<file path="config.mk">
export PLATFORM = sky130hd
export DESIGN_NAME = wkm_ctrl
export DESIGN_NICKNAME = d
export VERILOG_FILES = /design/src/hdl/weighted_kmeans_clustering_assert.svh /design/src/hdl/wkm_pkg.sv /design/src/hdl/wkm_ctrl.sv
export SDC_FILE = /design/constraint.sdc
export NUM_CORES = 1
export LEC_CHECK = 0
export ABC_AREA = 0
export BUFFER_PORTS_ARGS = -buffer_cell sky130_fd_sc_hd__buf_2
export CAP_MARGIN = 10
export CORE_AREA = 2 2 83 85
export CTS_CLUSTER_SIZE = 12
export DETAILED_ROUTE_END_ITERATION = 7
export DIE_AREA = 0 0 85 87
export GPL_TIMING_DRIVEN = 1
export PLACE_DENSITY_LB_ADDON = 0.2
export RECOVER_POWER = 25
export REMOVE_ABC_BUFFERS = 1
export SKIP_LAST_GASP = 1
export SYNTH_ARGS = -nofsm -noshare
export SYNTH_HDL_FRONTEND = slang
export SYNTH_SLANG_ARGS = --single-unit
</file>
<file path="constraint.sdc">
create_clock -name i_clk -period 2 [get_ports i_clk]
set_input_delay 0.3 -clock i_clk [delete_from_list [all_inputs] [get_ports i_clk]]
set_output_delay 0.3 -clock i_clk [all_outputs]
set_load 0.02 [all_outputs]
</file>
<file path="src/hdl/weighted_kmeans_clustering_assert.svh">
// assertion macros shared by the weighted k-means engine
`ifndef WEIGHTED_KMEANS_CLUSTERING_ASSERT_SVH
`define WEIGHTED_KMEANS_CLUSTERING_ASSERT_SVH

// property that must hold on every clock edge outside reset
`define WKM_ASSERT(lbl, prop, msg) \
    lbl: assert property (@(posedge i_clk) disable iff (!i_rst_n) prop) else $error(msg);

// condition that must never be seen outside reset
`define WKM_NEVER(lbl, cond, msg) \
    lbl: assert property (@(posedge i_clk) disable iff (!i_rst_n) !(cond)) else $error(msg);

`endif

</file>
<file path="src/hdl/wkm_pkg.sv">
// shared types and codes of the weighted k-means engine
package wkm_pkg;

    // input commands
    localparam logic [1:0] CMD_LOAD_CENTER = 2'd0;
    localparam logic [1:0] CMD_LOAD_POINT  = 2'd1;
    localparam logic [1:0] CMD_RUN         = 2'd2;

    // configuration register indexes
    localparam logic [1:0] REG_DIMS   = 2'd0;
    localparam logic [1:0] REG_POINTS = 2'd1;
    localparam logic [1:0] REG_ROUNDS = 2'd2;

    // arithmetic widths
    localparam int SUM_W  = 48;
    localparam int WSUM_W = 32;
    localparam int DIST_W = 37;

    typedef enum logic [3:0] {
        S_IDLE,
        S_CLR,
        S_DRD,
        S_DACC,
        S_DCMP,
        S_SEL,
        S_ARD,
        S_AACC,
        S_UPD,
        S_DIV,
        S_ELOAD,
        S_EWAIT
    } t_state;

    // effective run settings
    typedef struct packed {
        logic [2:0]  dim_last;
        logic [15:0] pt_last;
        logic [7:0]  round_last;
    } t_cfg;

    // controller to datapath commands
    typedef struct packed {
        logic        load_center;
        logic        load_point;
        logic        clr_sums;
        logic        dist_acc;
        logic        dist_cmp;
        logic        first_cl;
        logic        acc_add;
        logic        add_weight;
        logic        div_start;
        logic        emit_load;
        logic        emit_clear;
        logic        emit_last;
        logic [2:0]  cl;
        logic [2:0]  dim;
        logic [15:0] pt;
    } t_ctl;

    // datapath to controller status
    typedef struct packed {
        logic [2:0] best;
        logic       wsum_zero;
        logic       div_done;
    } t_sts;

endpackage

</file>
<file path="src/hdl/wkm_ctrl.sv">
// controller: sequences loads, rounds, center updates and result emission
module wkm_ctrl #(
    parameter int CLUSTERS = 4
) (
    input  logic          i_clk,
    input  logic          i_rst_n,
    input  wkm_pkg::t_cfg i_cfg,
    input  logic          i_in_valid,
    input  logic [1:0]    i_command,
    output logic          o_in_stall,
    input  logic          i_out_accept,
    input  wkm_pkg::t_sts i_sts,
    output wkm_pkg::t_ctl o_ctl
);
    localparam logic [2:0] CL_LAST = 3'(CLUSTERS - 1);

    wkm_pkg::t_state r_state, n_state;
    logic [2:0]  r_cl, r_dim;
    logic [15:0] r_pt;
    logic [7:0]  r_rnd;
    logic        n_acc, n_dim_end, n_cl_end, n_pt_end, n_upd_adv, n_upd_end;

    always_comb begin
        n_acc     = i_in_valid && !o_in_stall;
        n_dim_end = (r_dim == i_cfg.dim_last);
        n_cl_end  = (r_cl == CL_LAST);
        n_pt_end  = (r_pt == i_cfg.pt_last);
        n_upd_adv = ((r_state == wkm_pkg::S_UPD) && i_sts.wsum_zero)
                 || ((r_state == wkm_pkg::S_DIV) && i_sts.div_done);
        n_upd_end = n_dim_end && n_cl_end;
    end

    // next state
    always_comb begin
        n_state = r_state;
        unique case (r_state) inside
            wkm_pkg::S_IDLE: begin
                if (n_acc && (i_command == wkm_pkg::CMD_RUN)) n_state = wkm_pkg::S_CLR;
            end
            wkm_pkg::S_CLR:  n_state = wkm_pkg::S_DRD;
            wkm_pkg::S_DRD:  n_state = wkm_pkg::S_DACC;
            wkm_pkg::S_DACC: n_state = n_dim_end ? wkm_pkg::S_DCMP : wkm_pkg::S_DRD;
            wkm_pkg::S_DCMP: n_state = n_cl_end ? wkm_pkg::S_SEL : wkm_pkg::S_DRD;
            wkm_pkg::S_SEL:  n_state = wkm_pkg::S_ARD;
            wkm_pkg::S_ARD:  n_state = wkm_pkg::S_AACC;
            wkm_pkg::S_AACC: begin
                if (!n_dim_end)    n_state = wkm_pkg::S_ARD;
                else if (n_pt_end) n_state = wkm_pkg::S_UPD;
                else               n_state = wkm_pkg::S_DRD;
            end
            wkm_pkg::S_UPD, wkm_pkg::S_DIV: begin
                if (r_state == wkm_pkg::S_UPD && !i_sts.wsum_zero) begin
                    n_state = wkm_pkg::S_DIV;
                end else if (n_upd_adv) begin
                    if (!n_upd_end)                       n_state = wkm_pkg::S_UPD;
                    else if (r_rnd == i_cfg.round_last)  n_state = wkm_pkg::S_ELOAD;
                    else                                  n_state = wkm_pkg::S_CLR;
                end
            end
            wkm_pkg::S_ELOAD: n_state = wkm_pkg::S_EWAIT;
            wkm_pkg::S_EWAIT: begin
                if (i_out_accept) n_state = n_upd_end ? wkm_pkg::S_IDLE : wkm_pkg::S_ELOAD;
            end
            default: n_state = wkm_pkg::S_IDLE;
        endcase
    end

    // outputs
    always_comb begin
        o_in_stall        = (r_state != wkm_pkg::S_IDLE);
        o_ctl             = '0;
        o_ctl.cl          = r_cl;
        o_ctl.dim         = r_dim;
        o_ctl.pt          = r_pt;
        o_ctl.first_cl    = (r_cl == 3'd0);
        o_ctl.add_weight  = (r_dim == 3'd0);
        o_ctl.emit_last   = n_upd_end;
        unique case (r_state)
            wkm_pkg::S_IDLE: begin
                o_ctl.load_center = n_acc && (i_command == wkm_pkg::CMD_LOAD_CENTER);
                o_ctl.load_point  = n_acc && (i_command == wkm_pkg::CMD_LOAD_POINT);
            end
            wkm_pkg::S_CLR:   o_ctl.clr_sums   = 1'b1;
            wkm_pkg::S_DACC:  o_ctl.dist_acc   = 1'b1;
            wkm_pkg::S_DCMP:  o_ctl.dist_cmp   = 1'b1;
            wkm_pkg::S_AACC:  o_ctl.acc_add    = 1'b1;
            wkm_pkg::S_UPD:   o_ctl.div_start  = !i_sts.wsum_zero;
            wkm_pkg::S_ELOAD: o_ctl.emit_load  = 1'b1;
            wkm_pkg::S_EWAIT: o_ctl.emit_clear = i_out_accept;
            default: ;
        endcase
    end

    // state and loop counters
    always_ff @(posedge i_clk) begin
        if (!i_rst_n) begin
            r_state <= wkm_pkg::S_IDLE;
            r_cl    <= '0;
            r_dim   <= '0;
            r_pt    <= '0;
            r_rnd   <= '0;
        end else begin
            r_state <= n_state;
            case (r_state) inside
                wkm_pkg::S_IDLE: r_rnd <= '0;
                wkm_pkg::S_CLR: begin
                    r_cl  <= '0;
                    r_dim <= '0;
                    r_pt  <= '0;
                end
                wkm_pkg::S_DACC: r_dim <= n_dim_end ? 3'd0 : r_dim + 3'd1;
                wkm_pkg::S_DCMP: begin
                    if (!n_cl_end) r_cl <= r_cl + 3'd1;
                end
                wkm_pkg::S_SEL: begin
                    r_cl  <= i_sts.best;
                    r_dim <= '0;
                end
                wkm_pkg::S_AACC: begin
                    if (n_dim_end) begin
                        r_dim <= '0;
                        r_cl  <= '0;
                        if (!n_pt_end) r_pt <= r_pt + 16'd1;
                    end else begin
                        r_dim <= r_dim + 3'd1;
                    end
                end
                wkm_pkg::S_UPD, wkm_pkg::S_DIV, wkm_pkg::S_EWAIT: begin
                    if (n_upd_adv || (r_state == wkm_pkg::S_EWAIT && i_out_accept)) begin
                        if (n_dim_end) begin
                            r_dim <= '0;
                            r_cl  <= n_cl_end ? 3'd0 : r_cl + 3'd1;
                            if (n_upd_end && r_state != wkm_pkg::S_EWAIT) begin
                                r_rnd <= r_rnd + 8'd1;
                            end
                        end else begin
                            r_dim <= r_dim + 3'd1;
                        end
                    end
                end
                default: ;
            endcase
        end
    end
endmodule

</file>
==> out/metrics.yaml <==
finalSetupViolations: 0
dp_hpwl_mm: 4.912
tightestPinTransition_ps: 480.8
whs_path_depth: 3
cap_violations: 0
vias: 2453
min_to: "r_state[1]"
most-common-layout-cells: "57 x buf_2, 42 x nor2_1, 39 x xnor2_1"
place_congestion: 0.8582
power_density_mw_per_mm2: 471.9
cts-root-buf: "clkbuf_8"
grt_max_degree: 17
whs_ps: 369.5
switchingPower_mw: 0.3659
period_minus_slack_ps: 1915
cts_hold_buffers: 0
finClkSkew_ps: 4.477
synth-seq-cells: 34
grt_use_total_pct: 17.24
path_class: "flop to output pin"
fin_area_mm2: 0.003257
gr-total-overflow: 0
dr.pass1.iters: 4
cts-htree-levels: 2
grt_pass1_vias: 2321
pwr-share-seq_pct: 44.3
hold_path_class: "input port to flop"
num_antenna_cells: 0
grt_pass1_wl_mm: 10.36
vias_per_cell: 5.110
min-delay-start: "i_sts[0]"
status: "finished, final reports clean"
max_slew_margin_pct: 67.88
cts_tree: "built"
port_buffers: 72
ys_seq_area_share_pct: 27.54
worst_skew_pair.late_latency_ps: 290
crit_arrival_ps: 1610
leakagePower_nw: 1.281
synth_edf_count: 0
drc: 0
fp.dieArea_mm2: 0.007395
antenna_found_initial: 0
numCtsBuffers: 5
totalWireLength_mm: 6.202
reg2reg_depth: 7
clkPwrFrac_pct: 42.6
synthArstFlopShare_pct: 0
switching_share_pct: 23.81
syn_area_mm2: 0.002471
hold_viol: 0
vdd_drop_max_v: 0.0002411
r2r_slack_ps: 120
period_share_pct: 95.75
power_mw: 1.537
initial_utilization_pct: 37.62
r2r-start: "r_dim[1]"
synth_cell_types: 56
ys.flop_type: "dfxtp_1"
cts.sinks: 34
placed_cell_area_mm2: 0.003089
yosysTopAreaCellShare_pct: 27.54
final_common_cell: "buf_2"
drv_slew: 0
ios: 73
netlist_instances: 301
fp.dieW_um: 85
avgSynthCellArea_um2: 8.210
reg2reg_to: "r_pt[11]"
cp-end-kind: "output pin"
fmax_ghz: 0.5222
area_delta_synth_final_pct: 31.80
combPwrFrac_pct: 13.1
drive_gt1_share_pct: 32.75
cp_max_fo: 7
internal_power_mw: 1.171
drt_iter0_markers: 104
wl_per_cell_um: 12.92
synth_top_area_cell: "dfxtp_1"
synthTopCellsByArea: "dfxtp_1 28%, xnor2_1 14%, nor2_1 6.4%"
die_h_um: 87
core-area_mm2: 0.006569
yosys_warnings: 0
antenna_left: 0
start_kind: "flop"
cp.required_ps: 1700
fin_setup_tns_ps: 0
cts_buffer_depth: 2
clk_pin_slew_ps: 70
nets: 446
rows: 30
==> cells in the mapped netlist, types with 4 or more instances <==
cell      instances
nor2_1           42
xnor2_1          40
dfxtp_1          34
nand2_1          24
nand3_1          15
nand4_1          12
a21oi_1          10
inv_1            10
o21ai_0           9
ha_1              8
nor3_1            8
and3_1            6
clkbuf_1          5
nand2b_1          5
xor2_1            5
a21boi_0          4
and2_1            4
nor2b_1           4
==> per-stage QoR <==
stage | setup WS, ps | util [%] | std cells
finish | 85.00 | 49.58 | 480
global route | -7.653 | 49.58 | 480
CTS | 0.1346 | 48.97 | 478
detailed placement | 44.35 | 47.03 | 471
global placement | 69.35 | 47.03 | 471
floorplan | -376.8 | - | 287
==> flip-flops by register name, indices dropped and copies added (netlist names) <==
register,flops
r_cl,3
r_rnd,8
r_state,4
r_pt,16
r_dim,3
==> power groups by stage <==
stage | sequential (mW) | combinational (mW) | clock, mW
finish | 0.681 | 0.201 | 0.655
floorplan | 0.705 | 0.0986 | 0
global route | 0.681 | 0.222 | 0.705
detailed placement | 0.698 | 0.196 | 0
CTS | 0.683 | 0.199 | 0.676
global placement | 0.698 | 0.193 | 0
==> what timing repair did <==
item                                    4_1_cts  5_1_grt
gates resized for setup                       3       14
buffers inserted                              0        2
cloned                                        0        0
endpoints found under the setup margin        2        9
pin swaps                                     0        4
==> final cells by class <==
type / instances / area, um^2
Sequential cell: 34 / 690.7
Timing Repair Buffer: 106 / 600.6
Tap cell: 80 / 100.1
Clock inverter: 1 / 30.03
Fill cell: 644 / 3312
Multi-Input combinational cell: 243 / 1715
Inverter: 10 / 37.54
Clock buffer: 6 / 82.58
==> routing by layer <==
| layer | global-route usage, % | routed length [um] | share of wire (%) |
|---|---|---|---|
| met3 | 3.318 | 304 | 4.9 |
| met5 | 0 | 0 | 0 |
| met2 | 30.75 | 3172 | 51 |
| met1 | 20.95 | 2662 | 43 |
| met4 | 5.339 | 61 | 0.98 |
==> cells by family after synthesis <==
group,after synthesis,synth area share (%)
mux,6,2.582
compound gates,41,10.99
fa+ha+maj,8,4.051
flops,34,27.54
simple gates,143,34.03
xor+xnor,45,15.95
buf+inv,24,4.861
==> worst max-delay path by stage <==
| stage | start | to | cells past startpoint |
|---|---|---|---|
| detailed placement | i_cfg[10] | r_pt[3] | 8 |
| global placement | i_cfg[11] | r_pt[3] | 8 |
| finish | r_state[1] | o_ctl[33] | 5 |
| floorplan | r_pt[10] | r_pt[7] | 6 |
| CTS | r_state[1] | o_ctl[33] | 5 |
| global route | r_pt[15] | r_state[1] | 7 |
==> critical path, cell delays in order, from the launching register on <==
cell	delay [ps]
dfxtp_4	370
or2_4	260
nor3_4	220
inv_2	70
nor4b_2	200
buf_2	200
(Power assumes the default switching activity.)
